### src/rtl/fpmd_pkg.sv
// Shared types and constants for the fixed-point multiply/divide unit.
// No dependencies.
`default_nettype none
package fpmd_pkg;

	// Request codes; the two unused codes fall to default arms
	typedef enum logic [2:0] {
		OP_MUL_Q8  = 3'd0,
		OP_DIV_Q8  = 3'd1,
		OP_MUL_Q16 = 3'd2,
		OP_DIV_Q16 = 3'd3,
		OP_Q16_Q8  = 3'd4,
		OP_Q8_Q16  = 3'd5
	} fpmd_op_t;

	localparam int unsigned Q8_FRAC    = 8;
	localparam int unsigned Q16_FRAC   = 16;
	localparam int unsigned OPND_W     = 32;
	localparam int unsigned QUO_W      = 48;  // widest dividend: 32-bit magnitude shifted by 16
	localparam int unsigned DIV_STAGES = QUO_W;

	// Word carried through the divider stages
	typedef struct packed {
		fpmd_op_t          op;
		logic              neg;
		logic              dz;
		logic [OPND_W-1:0] ma;
		logic [OPND_W-1:0] mb;
		logic [OPND_W-1:0] rem;
		logic [QUO_W-1:0]  quo;
	} fpmd_div_t;

	// Word leaving the multiply stage
	typedef struct packed {
		fpmd_op_t            op;
		logic                neg;
		logic                dz;
		logic [OPND_W-1:0]   ma;
		logic [QUO_W-1:0]    quo;
		logic [2*OPND_W-1:0] prod;
	} fpmd_mul_t;

endpackage
`default_nettype wire

### src/rtl/fpmd_prep.sv
// Input stage: operand magnitudes, result sign, zero-divisor flag, dividend.
// Depends on fpmd_pkg.
`default_nettype none
module fpmd_prep (
	input  wire logic             clk,
	input  wire logic             arst_n,
	input  wire logic             en,
	input  wire logic             in_valid,
	input  wire logic [2:0]       req_type,
	input  wire logic [31:0]      operand_a,
	input  wire logic [31:0]      operand_b,
	output logic                  out_valid,
	output fpmd_pkg::fpmd_div_t   out_word
);
	import fpmd_pkg::*;

	fpmd_op_t          op;
	logic              q8_a, q8_b, conv, is_div;
	logic [15:0]       mag16_a, mag16_b;
	logic [31:0]       mag32_a, mag32_b;
	fpmd_div_t         nxt;
	logic              valid_s1;
	fpmd_div_t         word_s1;

	assign op = fpmd_op_t'(req_type);

	// Two's complement magnitudes at both widths
	assign mag16_a = operand_a[15] ? (~operand_a[15:0] + 16'd1) : operand_a[15:0];
	assign mag16_b = operand_b[15] ? (~operand_b[15:0] + 16'd1) : operand_b[15:0];
	assign mag32_a = operand_a[31] ? (~operand_a + 32'd1) : operand_a;
	assign mag32_b = operand_b[31] ? (~operand_b + 32'd1) : operand_b;

	// Decode request and build the divider word
	always_comb begin
		q8_a   = (op == OP_MUL_Q8) || (op == OP_DIV_Q8) || (op == OP_Q8_Q16);
		q8_b   = (op == OP_MUL_Q8) || (op == OP_DIV_Q8);
		conv   = (op == OP_Q16_Q8) || (op == OP_Q8_Q16);
		is_div = (op == OP_DIV_Q8) || (op == OP_DIV_Q16);
		nxt.op  = op;
		nxt.ma  = q8_a ? {16'd0, mag16_a} : mag32_a;
		nxt.mb  = q8_b ? {16'd0, mag16_b} : mag32_b;
		nxt.rem = '0;
		if (conv) begin
			nxt.neg = q8_a ? operand_a[15] : operand_a[31];
		end else if (q8_b) begin
			nxt.neg = operand_a[15] ^ operand_b[15];
		end else begin
			nxt.neg = operand_a[31] ^ operand_b[31];
		end
		nxt.dz = is_div && (nxt.mb == '0);
		case (op)
			OP_DIV_Q8:  nxt.quo = {8'd0, nxt.ma, 8'd0};
			OP_DIV_Q16: nxt.quo = {nxt.ma, 16'd0};
			default:    nxt.quo = '0;
		endcase
	end

	// Hold valid under reset
	always_ff @(posedge clk or negedge arst_n) begin
		if (!arst_n) begin
			valid_s1 <= 1'b0;
		end else if (en) begin
			valid_s1 <= in_valid;
		end
	end

	always_ff @(posedge clk) begin
		if (en) begin
			word_s1 <= nxt;
		end
	end

	assign out_valid = valid_s1;
	assign out_word  = word_s1;

endmodule
`default_nettype wire

### config.mk
export PLATFORM = sky130hd
export DESIGN_NAME = fpmd_prep
export DESIGN_NICKNAME = d
export VERILOG_FILES = /design/src/rtl/fpmd_pkg.sv /design/src/rtl/fpmd_prep.sv
export SDC_FILE = /design/constraint.sdc
export NUM_CORES = 1
export LEC_CHECK = 0
export BUFFER_PORTS_ARGS = -buffer_cell sky130_fd_sc_hd__clkbuf_2
export CORE_MARGIN = 2
export CORE_UTILIZATION = 30
export CTS_CLUSTER_DIAMETER = 40
export DETAILED_ROUTE_END_ITERATION = 12
export GPL_TIMING_DRIVEN = 1
export HOLD_SLACK_MARGIN = 0.02
export SYNTH_ARGS = -nofsm -noshare
export SYNTH_HDL_FRONTEND = slang
export SYNTH_SLANG_ARGS = --single-unit
### constraint.sdc
create_clock -name clk -period 0.9 [get_ports clk]
set_input_delay 0 -clock clk [delete_from_list [all_inputs] [get_ports clk]]
set_output_delay 0 -clock clk [all_outputs]
set_load 0.02 [all_outputs]
# Word level (Yosys, flattened, before mapping)
# Cells that the tools add are included.
# W data, S select, Z words.
# op_classes
add_sub_neg	4
n_eq_ne	4
muxes	10
bitwise	6
reduce_logical	7
# op_table
op	n
$mux W32	4
$pmux W48 S2	1
$add A32 B1 Y32 const B	2
$not A32 Y32	2
$add A16 B1 Y16 const B	2
$logic_not A32 Y1	1
$mux W16	2
$not A16 Y16	2
$eq A3 B3 Y1 const B	2
$logic_or A1 B1 Y1	4
$eq A3 B1 Y1 const B	1
$eq A3 B2 Y1 const B	1
$logic_not A3 Y1	1
$mux W1	3
$xor A1 B1 Y1	2
$logic_and A1 B1 Y1	1
# word_totals
regBits	118
output_inout_bits	150

# Depth between registers and ports, before layout
# depth
ltp_word	6
depth_mapped	13
ltp_nobuf	11

# Worst setup path after synthesis
# Ideal clock, no wire load.
# synth_timing
path_type	input port to flip-flop
start	in operand_b[11]
end	reg word_s1, in the netlist out_word[144] (data pin)
setup_time_ps	170
arrival_time_ps	2633
required_ps	730
slack_ps	-1902
cell_stages	12
path_buffers	1
cell_sequence	buf_2 -> or4_4 -> or3_1 -> nor2_1 -> ha_1 -> nand2b_1 -> a31oi_1 -> or3_1 -> or4_1 -> a211oi_1 -> nand3b_1 -> nor4_2
# synth_lines
element	line_no	rtl
from (decl)	fpmd_prep.sv:11	input wire logic [31:0] operand_b,
to (signal assigned)	fpmd_prep.sv:69	word_s1 <= nxt;
to (decl)	fpmd_prep.sv:23	fpmd_div_t word_s1;

==> flow_metrics.tcl <==
set metrics [dict create \
    async_flop_share 0.00909 \
    powerDensity_nw_per_um2 1370 \
    worst-setup-path-type "primary input to flop" \
    fin_cells 1180 \
    grt_start_max_net_pins 24 \
    dieHeight_um 144 \
    grt_usage 0.170 \
    antenna_found_initial 0 \
    slew_viol_final 0 \
    p_total_mw 15.1 \
    setup_violations 122 \
    status "finished, violations left" \
    drc 0 \
    cp_num_buf_inv 3 \
    grt_setup_unrepaired "yes" \
    ir_drop_uv 710 \
    portBuffers 180 \
    max_clock_freq_mhz 407 \
    core_um2 19400 \
    min_period_ns 2.46 \
    io_pins 221 \
    yosysSeqAreaShare 0.559 \
    worstPathCellList "buf_6 > or4_4 > buf_6 > or3_4 > buf_8 > o41ai_4 > xor2_1 > nor2_1 > or4b_4 > nor4_2" \
    final_common_cell "buf_4" \
    syn_area_um2 5900 \
    clkTransAtPathRegs_ns 0.08 \
    cts_tree "built" \
    synth_cells 529 \
    dieArea_um2 20800 \
    place_hpwl_um 13400 \
    cts-root-buf "clkbuf_16" \
    dp_slack_ns -2.07 \
    initial_core_util 0.304 \
    crit_fanout 7 \
    start_kind "primary input" \
    clock_latency_ns 0.35 \
    p_leak_nw 4.63 \
    syn_avg_cell_area_um2 11.1 \
    fp-row-count 51 \
    hold_viol 0 \
    drive_above_1_share 0.614 \
    gr-total-overflow 0 \
    via_per_inst 4.57 \
    grt_pass1_wl_um 26900 \
    grt_pass1_vias 5058 \
    cts_buffer_depth 2 \
    maxCapViolCount 0 \
    yosysUniqueCellTypes 53 \
    totalWireLength_um 18800 \
    dp.cells 1115 \
    n_antenna_cell 0 \
    drt_pre_antenna_iters 4 \
    yosysWarningCount 0 \
    htreeDepth 3 \
    worstPathArrival_ns 2.65 \
    mostFrequentLayoutCells "buf_4 (152), buf_6 (130), edfxtp_1 (109)" \
    gp_congestion 0.836 \
    fill_cells 1579 \
    required_ns 1.09 \
    max_stage_delay_ns 0.55 \
    fin_crit_sh 2.73 \
    skew_ns 0 \
    min_path_type "primary input to flop" \
    ys_ff_latch 110 \
    routedWlPerCell_um 15.9 \
    cpMostUsedCell "buf_6" \
    synthFlopType "edfxtp_1" \
    nets 985 \
    register_area_um2 3300 \
    violations "negative setup slack" \
    critPathSlowestCell "or4b_4" \
    drt_iter0_drc 259 \
    tns_ns -62.57 \
    crit_path_end_kind "flop" \
    numClockSinks 110 \
    synth_edf_count 109 \
    cts_buffers 9 \
    synthToLayoutAreaGrowth_pct 87.1 \
    multi_input_area_um2 3500 \
    antenna_left 0 \
    path_delay_family "simple AND/OR/NAND/NOR gates" \
    vias 5393 \
    r2r_slack_ns 0.13 \
    timing.final.ws_setup_ns -1.56 \
    die_x_um 144 \
]
-- cell usage after synthesis (2+ instances only) --
library cell | n | area [um2]
o41ai_1 | 6 | 52.6
a31o_2 | 2 | 17.5
o211ai_1 | 2 | 15.0
mux2i_1 | 3 | 30.0
a31oi_1 | 8 | 50.1
nand3b_1 | 2 | 15.0
nand3_1 | 3 | 15.0
nor2_1 | 83 | 312
nor3_1 | 20 | 100
o31ai_1 | 10 | 75.1
o21ai_0 | 13 | 65.1
buf_6 | 2 | 22.5
a22oi_1 | 2 | 15.0
nor2b_1 | 9 | 56.3
nand2b_1 | 5 | 31.3
clkbuf_1 | 20 | 75.1
ha_1 | 4 | 50.1
nand4_1 | 2 | 12.5
edfxtp_1 | 109 | 3270
and3_1 | 3 | 18.8
or2_2 | 5 | 31.3
or4_1 | 9 | 67.6
o21bai_1 | 2 | 15.0
a21oi_1 | 10 | 50.1
xor2_1 | 38 | 333
buf_1 | 2 | 7.51
nand2_1 | 23 | 86.3
inv_1 | 18 | 67.6
mux2_2 | 3 | 33.8
and2_1 | 6 | 37.5
xnor2_1 | 19 | 166
o41ai_2 | 2 | 32.5
buf_4 | 40 | 300
or3_1 | 5 | 31.3
buf_2 | 2 | 10.0
nor4_1 | 11 | 68.8
a211oi_1 | 10 | 75.1
-- registers in the layout, summed over array words and instances, names as in the netlist --
name,count
out_valid,1
out_word,109
-- cell families after synthesis --
logic type                 share of synthesized area
other                                       0.000636
adders and majority gates                    0.00849
DFF                                            0.559
xor gates and xnor gates                      0.0847
buffers and inverters                         0.0819
AOI/OAI and AO/OA                             0.0917
and+or+nand+nor                                0.162
muxes                                         0.0108
-- cell type report --
type | instances | share of cell area
clock buffers | 9 | 0.0204
clock inverters | 7 | 0.00737
inverters | 18 | 0.00885
multi-input cells | 374 | 0.317
flip-flops and latches | 110 | 0.299
well taps | 265 | 0.0301
repair buffers | 397 | 0.317
-- power breakdown --
| part | internal [mW] | total, mW | switching, mW |
|---|---|---|---|
| clock network | 2.20 | 4.13 | 1.93 |
| logic | 2.22 | 4.55 | 2.33 |
| registers | 6.21 | 6.42 | 0.213 |
-- metrics by stage --
stage | utilization | instance area (um2) | hold slack (ns)
2_1_floorplan | - | 6370 | -0.296
3_3_place_gp | 0.438 | 8500 | -0.225
3_5_place_dp | 0.438 | 8500 | -0.222
4_1_cts | 0.506 | 9810 | 0.0218
5_1_grt | 0.569 | 11000 | 0.0464
6_report | 0.569 | 11000 | 0.0520
-- worst paths after layout --
kind	startpoint	to	depth (start not counted)
worst max register to register	out_valid$_DFFE_PN0P_	out_valid$_DFFE_PN0P_	1
worst max-delay path	operand_b[10]	out_word[144]$_DFFE_PP_	10
worst min register to register	out_valid$_DFFE_PN0P_	out_valid$_DFFE_PN0P_	1
worst min-delay path	en	out_word[46]$_DFFE_PP_	2
min in group asynchronous	arst_n	out_valid$_DFFE_PN0P_	3
max in group asynchronous	arst_n	out_valid$_DFFE_PN0P_	3
-- layer usage --
layer,global-route usage,share of wire
met1,0.207,0.40
met2,0.306,0.52
met3,0.0258,0.055
met4,0.0613,0.025
met5,0,0
-- repair_timing --
action / 4_1_cts / 5_1_grt
pin swaps: 56 / 77
endpoints found under the hold margin: 8 / 1
hold buffers: 7 / 1
endpoints found under the setup margin: 163 / 209
gates resized for setup: 144 / 393
setup buffers: 24 / 35
gates cloned: 1 / 0
No activity file was read; power rests on OpenSTA's default activity.
