File: src/rtl/fpmd_pkg.sv
// Shared types and constants for the fixed-point multiply/divide unit.
// No dependencies.
`default_nettype none
package fpmd_pkg;

	// Request codes; the two unused codes fall to default arms
	typedef enum logic [2:0] {
		OP_MUL_Q8  = 3'd0,
		OP_DIV_Q8  = 3'd1,
		OP_MUL_Q16 = 3'd2,
		OP_DIV_Q16 = 3'd3,
		OP_Q16_Q8  = 3'd4,
		OP_Q8_Q16  = 3'd5
	} fpmd_op_t;

	localparam int unsigned Q8_FRAC    = 8;
	localparam int unsigned Q16_FRAC   = 16;
	localparam int unsigned OPND_W     = 32;
	localparam int unsigned QUO_W      = 48;  // widest dividend: 32-bit magnitude shifted by 16
	localparam int unsigned DIV_STAGES = QUO_W;

	// Word carried through the divider stages
	typedef struct packed {
		fpmd_op_t          op;
		logic              neg;
		logic              dz;
		logic [OPND_W-1:0] ma;
		logic [OPND_W-1:0] mb;
		logic [OPND_W-1:0] rem;
		logic [QUO_W-1:0]  quo;
	} fpmd_div_t;

	// Word leaving the multiply stage
	typedef struct packed {
		fpmd_op_t            op;
		logic                neg;
		logic                dz;
		logic [OPND_W-1:0]   ma;
		logic [QUO_W-1:0]    quo;
		logic [2*OPND_W-1:0] prod;
	} fpmd_mul_t;

endpackage
`default_nettype wire

File: src/rtl/fpmd_mul.sv
// Multiply stage: registered 32x32 product of the operand magnitudes.
// Depends on fpmd_pkg.
`default_nettype none
module fpmd_mul (
	input  wire logic                clk,
	input  wire logic                arst_n,
	input  wire logic                en,
	input  wire logic                in_valid,
	input  wire fpmd_pkg::fpmd_div_t in_word,
	output logic                     out_valid,
	output fpmd_pkg::fpmd_mul_t      out_word
);
	import fpmd_pkg::*;

	logic [2*OPND_W-1:0] prod;
	logic                valid_s;
	fpmd_mul_t           word_s;

	assign prod = {{OPND_W{1'b0}}, in_word.ma} * {{OPND_W{1'b0}}, in_word.mb};

	always_ff @(posedge clk or negedge arst_n) begin
		if (!arst_n) begin
			valid_s <= 1'b0;
		end else if (en) begin
			valid_s <= in_valid;
		end
	end

	always_ff @(posedge clk) begin
		if (en) begin
			word_s.op   <= in_word.op;
			word_s.neg  <= in_word.neg;
			word_s.dz   <= in_word.dz;
			word_s.ma   <= in_word.ma;
			word_s.quo  <= in_word.quo;
			word_s.prod <= prod;
		end
	end

	assign out_valid = valid_s;
	assign out_word  = word_s;

endmodule
`default_nettype wire

File: config.mk
export PLATFORM = sky130hd
export DESIGN_NAME = fpmd_mul
export DESIGN_NICKNAME = d
export VERILOG_FILES = /design/src/rtl/fpmd_pkg.sv /design/src/rtl/fpmd_mul.sv
export SDC_FILE = /design/constraint.sdc
export NUM_CORES = 2
export LEC_CHECK = 0
export ABC_AREA = 1
export CELL_PAD_IN_SITES_DETAIL_PLACEMENT = 1
export CELL_PAD_IN_SITES_GLOBAL_PLACEMENT = 1
export CORE_MARGIN = 8
export CORE_UTILIZATION = 51
export CTS_CLUSTER_SIZE = 20
export DETAILED_ROUTE_END_ITERATION = 8
export DONT_BUFFER_PORTS = 1
export PLACE_DENSITY = 0.91
export SYNTH_ARGS = -nofsm -noshare
export SYNTH_HDL_FRONTEND = slang
export SYNTH_SLANG_ARGS = --single-unit
File: constraint.sdc
create_clock -name clk -period 2.1 [get_ports clk]
set_input_delay 0.21 -clock clk [delete_from_list [all_inputs] [get_ports clk]]
set_output_delay 0.21 -clock clk [all_outputs]
set_load 0.01 [all_outputs]
==> summary.md, run 1 <==
| Metric | Value |
|---|---|
| Pin count of the biggest net entering global routing | 61 |
| Yosys reg bits | 150 |
| Die Y | 298.6 um |
| Placed Cells | 6,122 |
| Global route overflow | 105 |
| CTS Buffer Depth | 2 |
| Post-synthesis sequential area ratio | 11.05% |
| Synth unique cells | 26 |
| Err | [ERROR GRT-0232] Routing congestion too high. Check the congestion heatmap in the GUI. |
| GR Util All Layers | 67.61% |
| Worst End Pin Type | register data pin |
| Post-synth top area share | 44.04% |
| Die Wd | 298.6 um |
| GR repair worst EP | out_word[62]$_DFFE_PP_/D |
| DP HPWL | 128.8 mm |
| Mapped Avg Cell Area | 7.970 um^2 |
| CTS buffer count | 17 |
| Clock root buffer | clkbuf_16 |
| Port bufs | 0 |
| Top post-synthesis cells by area | fa_1, inv_1, nand2_1, edfxtp_1, ha_1 |
| Top-Level Pins | 303 |
| Yosys Warn Count | 0 |
| CTS H-Tree Depth | 4 |
| Mapped Area | 40,730 um^2 |
| Post-synthesis cell count | 5,110 |
| Outcome | stopped before the end |
| Clk sink count | 150 |
| Row count | 103 |
| Placer congestion estimate | 0.9312 |
| Leading area contributor after synthesis | fa_1 |
| Initial Util | 51.56% |
| Failed at | global routing |
| Post-Syn Nets | 6,422 |
-- synthesized netlist by cell type (all sizes together) --
cell    count
xor2       34
nand3      63
mux2        1
nand4      16
clkinv      1
or2         1
fa        896
edfxtp    149
inv      1735
clkbuf    192
o21bai     10
nor3       17
a21oi      43
nor2      102
ha        263
xnor2       2
o21ai       3
dfrtp       1
nand2    1581
-- per-layer routing --
layer | global-route usage, % | GRT overflow
met1 | 65.23 | 1
met3 | 54.93 | 3
met2 | 83.44 | 57
met4 | 68.44 | 44
met5 | 28.83 | 0
-- metrics by stage --
stage	cell area [um^2]	setup slack, ns
4_1_cts	46500	-3.871
3_5_place_dp	43580	-4.521
3_3_place_gp	43580	-4.153
2_1_floorplan	42670	-3.740
-- kinds of logic after synthesis --
| kind of cell | count (synthesis) | share of synthesized area (%) |
|---|---|---|
| and+or+nand+nor | 1780 | 17.50 |
| buffers and inverters | 1928 | 17.77 |
| AOI/OAI and AO/OA | 56 | 0.7588 |
| muxes | 1 | 0.02765 |
| DFF | 150 | 11.05 |
| xor gates and xnor gates | 36 | 0.7742 |
| adders and majority gates | 1159 | 52.12 |
-- what timing repair did --
item / 4_1_cts
gates resized for setup: 352
setup buffers: 19
pin swaps: 199
endpoints found under the hold margin: 121
endpoints found under the setup margin: 60
hold buffers: 92
==> run 2: changes to the inputs <==
CELL_PAD_IN_SITES_DETAIL_PLACEMENT = not set   (was 1)
CELL_PAD_IN_SITES_GLOBAL_PLACEMENT = not set   (was 1)
CORE_UTILIZATION = 36   (was 51)
CTS_CLUSTER_SIZE = not set   (was 20)
PLACE_DENSITY = not set   (was 0.91)
PLACE_DENSITY_LB_ADDON = 0.15   (was not set)
==> run 2 against run 1 <==
Effect of this change:
- the flow now finishes, with violations (negative hold slack, negative setup slack)
- synthesized cell count unchanged
- area after synthesis is the same
==> summary.md, run 2 <==
| Metric | Value |
|---|---|
| DP HPWL | 101.2 mm |
| R2r startpoint | out_valid$_DFFE_PN0P_ |
| Sequential cell area | 4499 um^2 |
| Worst Path Arrival | 6.00 ns |
| Area Overhead vs Synth | 17.93% |
| Worst Tran Pin Value | 0.7683 ns |
| Clk sink count | 150 |
| CTS Buffer Depth | 2 |
| Final Max Slew Viols | 0 |
| Final net count | 6,522 |
| Residual DRC | 0 |
| Placed cell area | 44,250 um^2 |
| HP Start | en |
| Hold EP | out_word[57]$_DFFE_PP_ |
| First-pass GRT wire length | 207.9 mm |
| Post-synth top area share | 44.04% |
| Worst reg-to-reg path cell count | 2 |
| Layout cells sized above 1 | 18.40% |
| Hold Crit Class | in2reg |
| Full die area | 124,200 um^2 |
| Most frequent cell after synthesis | inv_1 |
| DR vias/cell | 4.569 |
| WL/cell | 19.48 um |
| Failing checks | negative hold slack, negative setup slack |
| Fin util | 42.75% |
| Yosys reg bits | 150 |
| Global route overflow | 0 |
| Met3 GRT Util | 2.047% |
| Core area | 112,300 um^2 |
| Post-synthesis sequential area ratio | 11.05% |
| Final WL | 130.9 mm |
| Yosys Warn Count | 0 |
| Outcome | finished with violations |
| Post-Syn Nets | 6,422 |
| CTS H-Tree Depth | 4 |
| Mapped Area | 40,730 um^2 |
| ANT cells | 0 |
| Critical path type | in2reg |
| CTS clk-pin slew, worst paths | 0.10 ns |
| Synth Flop Type | edfxtp_1 |
| Min cycle time layout | 5.731 ns |
| Final WS setup | -3.631 ns |
| Met2 GRT Util | 40.12% |
| Synth unique cells | 26 |
| Top post-synthesis cells by area | fa_1, inv_1, nand2_1, edfxtp_1, ha_1 |
| Die Y | 352.4 um |
| WHS | -0.0005456 ns |
| Port bufs | 0 |
| Max reg flops | 149 |
| TNS Setup | -191.09 ns |
| Placer congestion estimate | 0.9041 |
| Post-place setup slack | -4.302 ns |
| Number of synthesized flops with an enable pin | 149 |
| Commonest cells after routing, fill and taps aside | inv_1, nand2_1, fa_1 |
| Post-synth top cells | inv_1, nand2_1, fa_1 |
| Max-Slew Margin vs Limit | 48.78% |
| Top-Level Pins | 303 |
| # fillers | 11,421 |
| Clock Latency Late Sink | 0.51 ns |
| RSZ-0062 raised after global routing | yes |
| Setup violators final | 60 |
| Final Hold Viols | 1 |
| Vias in the first global route | 34,619 |
| Initial antenna violation count | 0 |
| Layout Skew | 0 ns |
| Post-synthesis cell count | 5,110 |
| Most Used Layer, Global Route | met2 |
| CTS tree | done |
| First-pass DRT Iterations | 8 |
| Critical Path End Type | flip-flop |
| Crit path required time | 2.37 ns |
| Reg2reg setup slack | 0.76 ns |
| Post-route cell area | 48,030 um^2 |
| Die Wd | 352.4 um |
| CTS buffer count | 17 |
| Final clock period utilization by the worst path | 272.9% |
| Initial Util | 36.25% |
| Final ANT Viol Nets | 0 |
| Pin count of the biggest net entering global routing | 79 |
| Peak Freq | 0.1745 GHz |
| Multi-input logic area | 32,040 um^2 |
| Mapped Avg Cell Area | 7.970 um^2 |
| Commonest non-fill, non-tap cell in the layout | inv_1 |
| Maxcap violations | 0 |
| GRT met1 Usage | 26.52% |
| Row count | 123 |
| Worst hold path depth | 0 |
| Leading area contributor after synthesis | fa_1 |
| Reg2reg end | out_valid$_DFFE_PN0P_ |
| 1st-iter DRT viols | 1,688 |
| Asr flop ratio synth | 0.6667% |
| Worst Path Max Fanout | 32 |
| GR Util All Layers | 21.74% |
| Hold buffers post-CTS | 91 |
| Worst Setup Start Kind | input pin |
| Via Count | 30,718 |
| Clock root buffer | clkbuf_16 |
-- run 2: cell counts after synthesis --
Identical to the previous run, type by type.
-- run 2: critical path: stages --
cell and delay, ns:
nand2_4 0.07, inv_2 0.03, fa_1 0.54, inv_2 0.04, fa_1 0.52, inv_1 0.05
fa_1 0.50, inv_2 0.04, fa_1 0.48, inv_2 0.04, fa_2 0.58, fa_2 0.46
fa_2 0.64, fa_2 0.49, ha_4 0.34, nand2_4 0.09, nor2_4 0.18, inv_4 0.07
nor2_4 0.18, nand2_1 0.09, nor2_2 0.10, nand2_2 0.08, nand4_1 0.07, nand2_1 0.06
-- run 2: cell families (layout without fill, tap and decap cells) --
group	after synthesis	count (layout)	share of synthesized area, %
AND/OR/NAND/NOR	1780	1780	17.50
adder cells (fa/ha/maj)	1159	1159	52.12
flip-flops	150	150	11.05
multiplexers	1	1	0.02765
AO/OA/AOI/OAI	56	56	0.7588
buffers and inverters	1928	2041	17.77
XOR/XNOR	36	36	0.7742
-- run 2: metal layers --
metal	share of wire, %	vias up	wire length, um
met5	0	-	0
met4	3.7	0	4793
met3	3.5	178	4560
met2	52	619	68710
met1	40	15686	52880
li1	-	14235	-
-- run 2: worst max path at each step --
stage	startpoint	slack [ns]	end
final	in_word[99]	-3.63	out_word[59]$_DFFE_PP_
after global routing	in_word[99]	-3.79	out_word[51]$_DFFE_PP_
after CTS	in_word[82]	-3.56	out_word[34]$_DFFE_PP_
after detailed placement	in_word[84]	-4.30	out_word[22]$_DFFE_PP_
after global placement	in_word[84]	-4.32	out_word[22]$_DFFE_PP_
after floorplan	in_word[111]	-3.74	out_word[63]$_DFFE_PP_
-- run 2: repair_timing --
action	in CTS	in global routing
buffers inserted	8	19
setup endpoints to repair	60	60
cloned	0	0
resized for setup	308	324
endpoints found under the hold margin	161	76
pin swaps	192	281
-- run 2: through the flow --
stage	hold slack [ns]	instances
floorplan	-0.08559	5110
global placement	-0.08555	6583
detailed placement	-0.08554	6583
CTS	-0.1260	6709
global route	-0.08841	6723
finish	-0.0005456	6723
-- run 2: area by class of cell --
type | count | area share, %
Clock inverter | 14 | 0.3777
Timing Repair Buffer | 273 | 5.095
Inverter | 1736 | 13.63
Tap cell | 1500 | 3.908
Clock buffer | 18 | 0.9144
Multi-Input combinational cell | 3032 | 66.71
Sequential cell | 150 | 9.368
Power of run 2 is not shown: default switching activity piles up to over one toggle a cycle in this logic, so the estimate is an artifact.
