## config.mk

```make
export PLATFORM = sky130hd
export DESIGN_NAME = fpmd_finish
export DESIGN_NICKNAME = d
export VERILOG_FILES = /design/src/rtl/fpmd_pkg.sv /design/src/rtl/fpmd_finish.sv
export SDC_FILE = /design/constraint.sdc
export NUM_CORES = 1
export LEC_CHECK = 0
export BUFFER_PORTS_ARGS = -buffer_cell sky130_fd_sc_hd__buf_4
export CAP_MARGIN = 20
export CORE_MARGIN = 3
export CORE_UTILIZATION = 47
export DETAILED_ROUTE_END_ITERATION = 8
export PLACE_DENSITY = 0.93
export SLEW_MARGIN = 20
export SYNTH_ARGS = -nofsm -noshare
export SYNTH_HDL_FRONTEND = slang
export SYNTH_SLANG_ARGS = --single-unit
```

## constraint.sdc

```tcl
create_clock -name clk -period 0.9 [get_ports clk]
set_input_delay 0.09 -clock clk [delete_from_list [all_inputs] [get_ports clk]]
set_output_delay 0.09 -clock clk [all_outputs]
set_load 0.1 [all_outputs]
```

## src/rtl/fpmd_pkg.sv

```systemverilog
// Shared types and constants for the fixed-point multiply/divide unit.
// No dependencies.
`default_nettype none
package fpmd_pkg;

	// Request codes; the two unused codes fall to default arms
	typedef enum logic [2:0] {
		OP_MUL_Q8  = 3'd0,
		OP_DIV_Q8  = 3'd1,
		OP_MUL_Q16 = 3'd2,
		OP_DIV_Q16 = 3'd3,
		OP_Q16_Q8  = 3'd4,
		OP_Q8_Q16  = 3'd5
	} fpmd_op_t;

	localparam int unsigned Q8_FRAC    = 8;
	localparam int unsigned Q16_FRAC   = 16;
	localparam int unsigned OPND_W     = 32;
	localparam int unsigned QUO_W      = 48;  // widest dividend: 32-bit magnitude shifted by 16
	localparam int unsigned DIV_STAGES = QUO_W;

	// Word carried through the divider stages
	typedef struct packed {
		fpmd_op_t          op;
		logic              neg;
		logic              dz;
		logic [OPND_W-1:0] ma;
		logic [OPND_W-1:0] mb;
		logic [OPND_W-1:0] rem;
		logic [QUO_W-1:0]  quo;
	} fpmd_div_t;

	// Word leaving the multiply stage
	typedef struct packed {
		fpmd_op_t            op;
		logic                neg;
		logic                dz;
		logic [OPND_W-1:0]   ma;
		logic [QUO_W-1:0]    quo;
		logic [2*OPND_W-1:0] prod;
	} fpmd_mul_t;

endpackage
`default_nettype wire

```

## src/rtl/fpmd_finish.sv

```systemverilog
// Output stage: pick the magnitude, apply sign, wrap to format, set flags.
// Depends on fpmd_pkg.
`default_nettype none
module fpmd_finish (
	input  wire logic                clk,
	input  wire logic                arst_n,
	input  wire logic                en,
	input  wire logic                in_valid,
	input  wire fpmd_pkg::fpmd_mul_t in_word,
	output logic                     out_valid,
	output logic [31:0]              result_value,
	output logic                     divide_by_zero,
	output logic                     overflowed
);
	import fpmd_pkg::*;

	logic [QUO_W-1:0]  mag;
	logic [QUO_W-1:0]  lim;
	logic              w16, known;
	logic [31:0]       bits;
	logic [31:0]       res;
	logic              ov;
	logic              valid_s;
	logic [31:0]       res_s;
	logic              dz_s, ov_s;

	// Select magnitude and format width per request
	always_comb begin
		known = 1'b1;
		w16   = 1'b0;
		case (in_word.op)
			OP_MUL_Q8: begin
				mag = in_word.prod[QUO_W+Q8_FRAC-1:Q8_FRAC];
				w16 = 1'b1;
			end
			OP_DIV_Q8: begin
				mag = in_word.quo;
				w16 = 1'b1;
			end
			OP_MUL_Q16: mag = in_word.prod[QUO_W+Q16_FRAC-1:Q16_FRAC];
			OP_DIV_Q16: mag = in_word.quo;
			OP_Q16_Q8: begin
				mag = {24'd0, in_word.ma[31:8]};
				w16 = 1'b1;
			end
			OP_Q8_Q16:  mag = {8'd0, in_word.ma, 8'd0};
			default: begin
				mag   = '0;
				known = 1'b0;
			end
		endcase
	end

	// Wrap signed result and flag values outside the format
	always_comb begin
		lim  = w16 ? 48'h8000 : 48'h8000_0000;
		bits = in_word.neg ? (~mag[31:0] + 32'd1) : mag[31:0];
		ov   = in_word.neg ? (mag > lim) : (mag >= lim);
		res  = w16 ? {{16{bits[15]}}, bits[15:0]} : bits;
		if (!known || in_word.dz) begin
			res = '0;
			ov  = 1'b0;
		end
	end

	always_ff @(posedge clk or negedge arst_n) begin
		if (!arst_n) begin
			valid_s <= 1'b0;
		end else if (en) begin
			valid_s <= in_valid;
		end
	end

	always_ff @(posedge clk) begin
		if (en) begin
			res_s <= res;
			dz_s  <= in_word.dz & known;
			ov_s  <= ov;
		end
	end

	assign out_valid      = valid_s;
	assign result_value   = res_s;
	assign divide_by_zero = dz_s;
	assign overflowed     = ov_s;

endmodule
`default_nettype wire

```

==> results_tabular.tex, run 1 <==
\begin{tabular}{lr}
\hline
Metric & Value \\
\hline
\multicolumn{2}{l}{\textbf{Run status}} \\
Tool Error & [ERROR GRT-0232] Routing congestion too high. Check the congestion heatmap in the GUI. \\
Run status & stopped before the end \\
Fail Step & global routing \\
\multicolumn{2}{l}{\textbf{Synth}} \\
Sequential-to-total area share from yosys stat & 0.282 \\
Mapped Avg Cell Area & 8.85 um2 \\
Count of synthesis-stage warnings from yosys & 0 \\
Fraction of synthesized area in multiplexers & 0.115 \\
Largest family of logic cells by synthesized area & simple AND/OR/NAND/NOR gates \\
Cell Area, Synth & 3710 um2 \\
Share of async-settable or async-resettable flops after synthesis & 0.0286 \\
Synthesized-area fraction occupied by and/or/nand/nor cells & 0.241 \\
Number of library cell types mapped by synthesis & 73 \\
Share of the synthesized netlist area taken by xor and xnor gates & 0.0614 \\
Number of flops mapped to enable cells by yosys & 34 \\
Post-Syn Instances & approximately 420 \\
Net count of the mapped netlist & between 500 and 600 \\
Post-synthesis register bit count & 35 \\
Adder and majority cell fraction of the synthesized area & 0.0101 \\
Compound-Gate Fraction of Synth Area & 0.235 \\
Primary FF master, synth & edfxtp\_1 \\
\multicolumn{2}{l}{\textbf{Global routing}} \\
GRT Resource Usage Total & 0.844 \\
Pin count of the biggest net entering global routing & 24 \\
Total congestion overflow after global routing & 234 \\
\multicolumn{2}{l}{\textbf{Floorplan}} \\
Number of top-level pins & between 150 and 200 \\
Rows & 31 \\
Die height & around 95 um \\
Initial standard-cell utilization of the core & 0.498 \\
Die X & 94.8 um \\
\multicolumn{2}{l}{\textbf{CTS}} \\
Number of H-tree branching levels & 2 \\
Number of buffers added by the clock tree synthesis step & 5 \\
Clock Path Buffers & 2 \\
Num Clock Sinks & 35 \\
Root buffer selected by CTS & clkbuf\_8 \\
\multicolumn{2}{l}{\textbf{Place}} \\
Total half-perimeter wirelength after legalization and detailed placement & 13000 um \\
Placed instance count & slightly below 800 \\
IO Port Bufs & 179 \\
Weighted congestion reported at the end of routability-driven placement & just over 1 \\
\multicolumn{2}{l}{\textbf{STA}} \\
Last worst endpoint in the global-route repair\_timing & result\_value[26]\$\_SDFFCE\_PP0P\_/D \\
Kind of the worst endpoint & sequential cell input \\
\hline
\end{tabular}
-- kinds of logic after synthesis --
kind of cell | Yosys count
AO/OA/AOI/OAI | 123
XOR/XNOR | 26
adder cells (fa/ha/maj) | 3
buffers and inverters | 39
flip-flops | 35
multiplexers | 38
AND/OR/NAND/NOR | 155
-- per-stage QoR --
step / cell area, um2 / setup slack, ns / TNS [ns]
global placement: 6060 / -1.82 / -49.08
CTS: 6930 / -1.49 / -39.80
detailed placement: 6060 / -1.97 / -51.70
floorplan: 4020 / -1.71 / -46.21
-- cells in the mapped netlist, drive strengths merged, types with 3 or more instances --
| master | n | share of area |
|---|---|---|
| or2 | 5 | 0.0084 |
| a211oi | 11 | 0.025 |
| o2111ai | 3 | 0.0071 |
| nor4bb | 3 | 0.0081 |
| a221o | 5 | 0.013 |
| nor3 | 7 | 0.0094 |
| a21oi | 19 | 0.026 |
| nand3b | 7 | 0.018 |
| o211ai | 3 | 0.0061 |
| xor2 | 11 | 0.026 |
| and2 | 5 | 0.0084 |
| nand3 | 12 | 0.016 |
| or3 | 3 | 0.0051 |
| nand2b | 11 | 0.019 |
| a21o | 5 | 0.010 |
| o41ai | 6 | 0.016 |
| a32o | 4 | 0.011 |
| ha | 3 | 0.010 |
| o31ai | 5 | 0.011 |
| o21ai | 29 | 0.039 |
| a31oi | 6 | 0.010 |
| xnor2 | 15 | 0.035 |
| nor4b | 3 | 0.011 |
| mux2i | 18 | 0.049 |
| o21bai | 3 | 0.0061 |
| nor2b | 10 | 0.019 |
| nor2 | 36 | 0.036 |
| nor4 | 11 | 0.019 |
| mux2 | 18 | 0.055 |
| nand2 | 28 | 0.028 |
| nand4 | 3 | 0.011 |
| buf | 23 | 0.039 |
| a22oi | 6 | 0.012 |
| edfxtp | 34 | 0.28 |
| clkbuf | 10 | 0.010 |
| inv | 6 | 0.0061 |
-- routing by layer --
metal,GRT overflow,GRT usage
met1,2,0.773
met2,161,1.03
met3,3,0.723
met4,68,0.936
met5,0,0.238
-- repair_timing --
item	4_1_cts
endpoints found under the setup margin	68
buffers inserted	22
cloned	1
pin swaps	39
endpoints found under the hold margin	1
resized for setup	123
hold buffers	1
==> run 2, diff against run 1 <==
- CORE_UTILIZATION: 47 -> 40
- PLACE_DENSITY: 0.93 -> default
- PLACE_DENSITY_LB_ADDON: default -> 0.15
==> results_tabular.tex, run 2 <==
\begin{tabular}{lr}
\hline
Metric & Value \\
\hline
\multicolumn{2}{l}{\textbf{Finish}} \\
Most common library cell in the layout ignoring fill and taps & buf\_4 \\
Filler cells & 549 \\
Flip-flop count of the largest register after layout & 32 \\
Inserted Diodes & 0 \\
Top library cells by usage in the layout, fill and taps aside & 254 x buf\_4, 58 x buf\_6, 34 x edfxtp\_1 \\
Final layout net count & just under 900 \\
Fraction of final layout cells with drive strength greater than 1 & 0.604 \\
Synthesis-to-finish area growth & 92.0\% \\
\multicolumn{2}{l}{\textbf{Floorplan}} \\
Number of top-level pins & 188 \\
Initial standard-cell utilization of the core & 0.419 \\
Die height & around 100 um \\
Core region area & 8850 um2 \\
Rows & 34 \\
Die X & just over 100 um \\
Area of the die & around 10000 um2 \\
\multicolumn{2}{l}{\textbf{Synth}} \\
Cell accounting for the most synthesized area & edfxtp\_1 \\
Library cell with the highest instance count after synthesis & nor2\_1 \\
Ranking of synthesized cells by area & edfxtp\_1 28\%, mux2i\_1 4.9\%, nor2\_1 3.6\%, mux2\_2 3.6\%, xnor2\_1 3.5\% \\
Number of flops mapped to enable cells by yosys & 34 \\
Share of the synthesized netlist area taken by xor and xnor gates & 0.0614 \\
Primary FF master, synth & edfxtp\_1 \\
Largest family of logic cells by synthesized area & simple AND/OR/NAND/NOR gates \\
Top cell types by occurrence after synthesis & 36 x nor2\_1, 34 x edfxtp\_1, 28 x nand2\_1, 19 x a21oi\_1, 18 x mux2i\_1 \\
Mapped Avg Cell Area & 8.85 um2 \\
Count of synthesis-stage warnings from yosys & 0 \\
Sequential-to-total area share from yosys stat & 0.282 \\
Synthesized-area fraction occupied by and/or/nand/nor cells & 0.241 \\
Adder and majority cell fraction of the synthesized area & 0.0101 \\
Fraction of synthesized area in multiplexers & 0.115 \\
Net count of the mapped netlist & 575 \\
Post-synthesis register bit count & 35 \\
Post-Syn Instances & 419 \\
Compound-Gate Fraction of Synth Area & 0.235 \\
Yosys top cell area share & 0.275 \\
Number of library cell types mapped by synthesis & 73 \\
Share of async-settable or async-resettable flops after synthesis & 0.0286 \\
Cell Area, Synth & between 3000 and 4000 um2 \\
\multicolumn{2}{l}{\textbf{Worst setup path}} \\
Reg-to-reg critical path startpoint & out\_valid \\
Highest fanout seen on the critical path & 8 \\
Critical Path Source & in\_word[147] \\
Element type at the critical path end & register \\
Arr. time, crit path & 2.45 ns \\
Start-to-end type of the worst setup path & in2reg \\
Flop2flop setup slack & -0.10 ns \\
Required time of the worst setup path & roughly 0.95 ns \\
Worst setup SP type & primary input \\
\multicolumn{2}{l}{\textbf{Power and ir drop}} \\
Power density over the cells & 1170 nW/um2 \\
Switching power as a share of total power & 0.427 \\
Internal Dissipation & 0.00477 W \\
Reported leakage power & 3.12 nW \\
Psw & 0.00355 W \\
Final Total Pwr & 0.00832 W \\
Portion of total power attributed to the clock network & 0.149 \\
Proportion of power drawn by combinational gates & 0.602 \\
Share of total power in sequential cells & 0.249 \\
Worst vdd ir & $\sim$640 uV \\
\multicolumn{2}{l}{\textbf{Detailed routing}} \\
Antenna Violating Nets Remaining & 0 \\
Avg Vias per Cell & around 6 \\
DR vias & 4852 \\
DRC Markers & 0 \\
Routed wire length per instance & between 20 and 25 um \\
Drt first pass iters & 4 \\
Wire length after detailed routing & 17400 um \\
First DRT Iteration DRCs & 308 \\
\multicolumn{2}{l}{\textbf{STA}} \\
Worst relative slew slack & 0.386 \\
Period Utilization, post-route & 2.68 \\
Slack of the critical path & -1.51 ns \\
F\_max & a little over 400 MHz \\
Final setup TNS & -42.12 ns \\
Count of pins over their slew limit & 0 \\
Transition at the pin with the smallest max-transition slack & 0.918 ns \\
RSZ-0062 raised after global routing & yes \\
Clock period minus worst slack & 2.41 ns \\
Number of hold violations in the final report & 0 \\
Count of endpoints failing setup in the final report & 69 \\
Clock tree skew after final layout & 0 ns \\
\multicolumn{2}{l}{\textbf{CTS}} \\
Number of H-tree branching levels & 2 \\
CTS tree & done \\
Worst-Skew Late Latency & 0.29 ns \\
Clock Path Buffers & 2 \\
Root buffer selected by CTS & clkbuf\_8 \\
Num Clock Sinks & 35 \\
Clk slew on worst S/H paths & about 0.08 ns \\
Number of buffers added by the clock tree synthesis step & 5 \\
\multicolumn{2}{l}{\textbf{Job}} \\
Max\_cap viols & 0 \\
\multicolumn{2}{l}{\textbf{Global routing}} \\
Number of global-route vias before repair & 4730 \\
Pin count of the biggest net entering global routing & 21 \\
GRT Resource Usage Total & 0.295 \\
Total congestion overflow after global routing & 0 \\
Number of antenna violations at the first check in global routing & 0 \\
Global-route wire length before repair & 24000 um \\
\multicolumn{2}{l}{\textbf{Place}} \\
Weighted congestion reported at the end of routability-driven placement & between 0.9 and 1 \\
Total half-perimeter wirelength after legalization and detailed placement & 12300 um \\
IO Port Bufs & 179 \\
\multicolumn{2}{l}{\textbf{Run status}} \\
Violated checks & negative setup slack \\
Run status & finished with violations \\
\multicolumn{2}{l}{\textbf{Worst hold path}} \\
Worst Hold Class & in2reg \\
Critical hold path startpoint & in\_valid \\
\hline
\end{tabular}
run 2: cell counts after synthesis:
Identical to the previous run, type by type.
run 2: metrics by stage:
step | hold slack (ns) | area [um2] | util | setup WS, ns | cells
after detailed placement | -0.133 | 6160 | 0.697 | -1.92 | 796
after CTS | 0.0330 | 6850 | 0.774 | -1.46 | 822
after global placement | -0.135 | 6160 | 0.697 | -1.93 | 796
final | 0.0661 | 7120 | 0.805 | -1.51 | 828
after global routing | 0.0608 | 7120 | 0.805 | -1.60 | 828
after floorplan | -0.206 | 4020 | - | -1.71 | 419
run 2: layer usage:
layer  share of wire  global-route usage  up-vias
met3           0.069              0.0280       55
met5               0                   0        -
met2            0.49               0.494      272
li1                -                   -     2215
met4           0.043               0.103        0
met1            0.40               0.396     2310
run 2: cell families (layout without fill, tap and decap cells):
| kind of cell | count (synthesis) | in the layout |
|---|---|---|
| buffers and inverters | 39 | 339 |
| muxes | 38 | 38 |
| AOI/OAI and AO/OA | 123 | 123 |
| and+or+nand+nor | 155 | 156 |
| xor gates and xnor gates | 26 | 26 |
| DFF | 35 | 35 |
| adders and majority gates | 3 | 3 |
run 2: power groups by stage:
stage	registers [W]	clock network (W)	logic [W]
6_report	0.00207	0.00124	0.00501
4_1_cts	0.00207	0.00118	0.00462
2_1_floorplan	0.00324	0	0.00139
3_5_place_dp	0.00206	0	0.00419
3_3_place_gp	0.00206	0	0.00414
5_1_grt	0.00209	0.00130	0.00522
run 2: worst max-delay path: stages:
cell	delay, ns
buf_8	0.10
mux2_4	0.29
a221o_1	0.38
nor4b_4	0.31
nand4_4	0.15
or4b_4	0.68
o31ai_4	0.23
xnor2_1	0.14
a21oi_1	0.07
run 2: final cells by class:
class	instances	area, um2	area share
clock buffer	7	86.3	0.0121
clock inverter	1	5.00	0.000703
inverter	6	25.0	0.00351
multi-input combinational	346	3030	0.426
sequential	35	1050	0.147
tap	108	135	0.0190
timing repair buffer	325	2790	0.392
run 2: worst paths after layout:
path	to	cells after the start
worst max-delay path	result_value[21]	9
worst min-delay path	out_valid	2
worst max register to register	out_valid	2
worst min register to register	out_valid	2
max in group asynchronous	out_valid	2
min in group asynchronous	out_valid	2
run 2: what timing repair did:
| action | in CTS | in global routing |
|---|---|---|
| hold buffers | 1 | 0 |
| cloned | 1 | 0 |
| setup buffers | 16 | 10 |
| gates resized for setup | 103 | 48 |
| pin swaps | 32 | 25 |
| hold endpoints to repair | 1 | 0 |
| setup endpoints to repair | 68 | 68 |
Note: power is estimated with default switching activity, not from simulation.
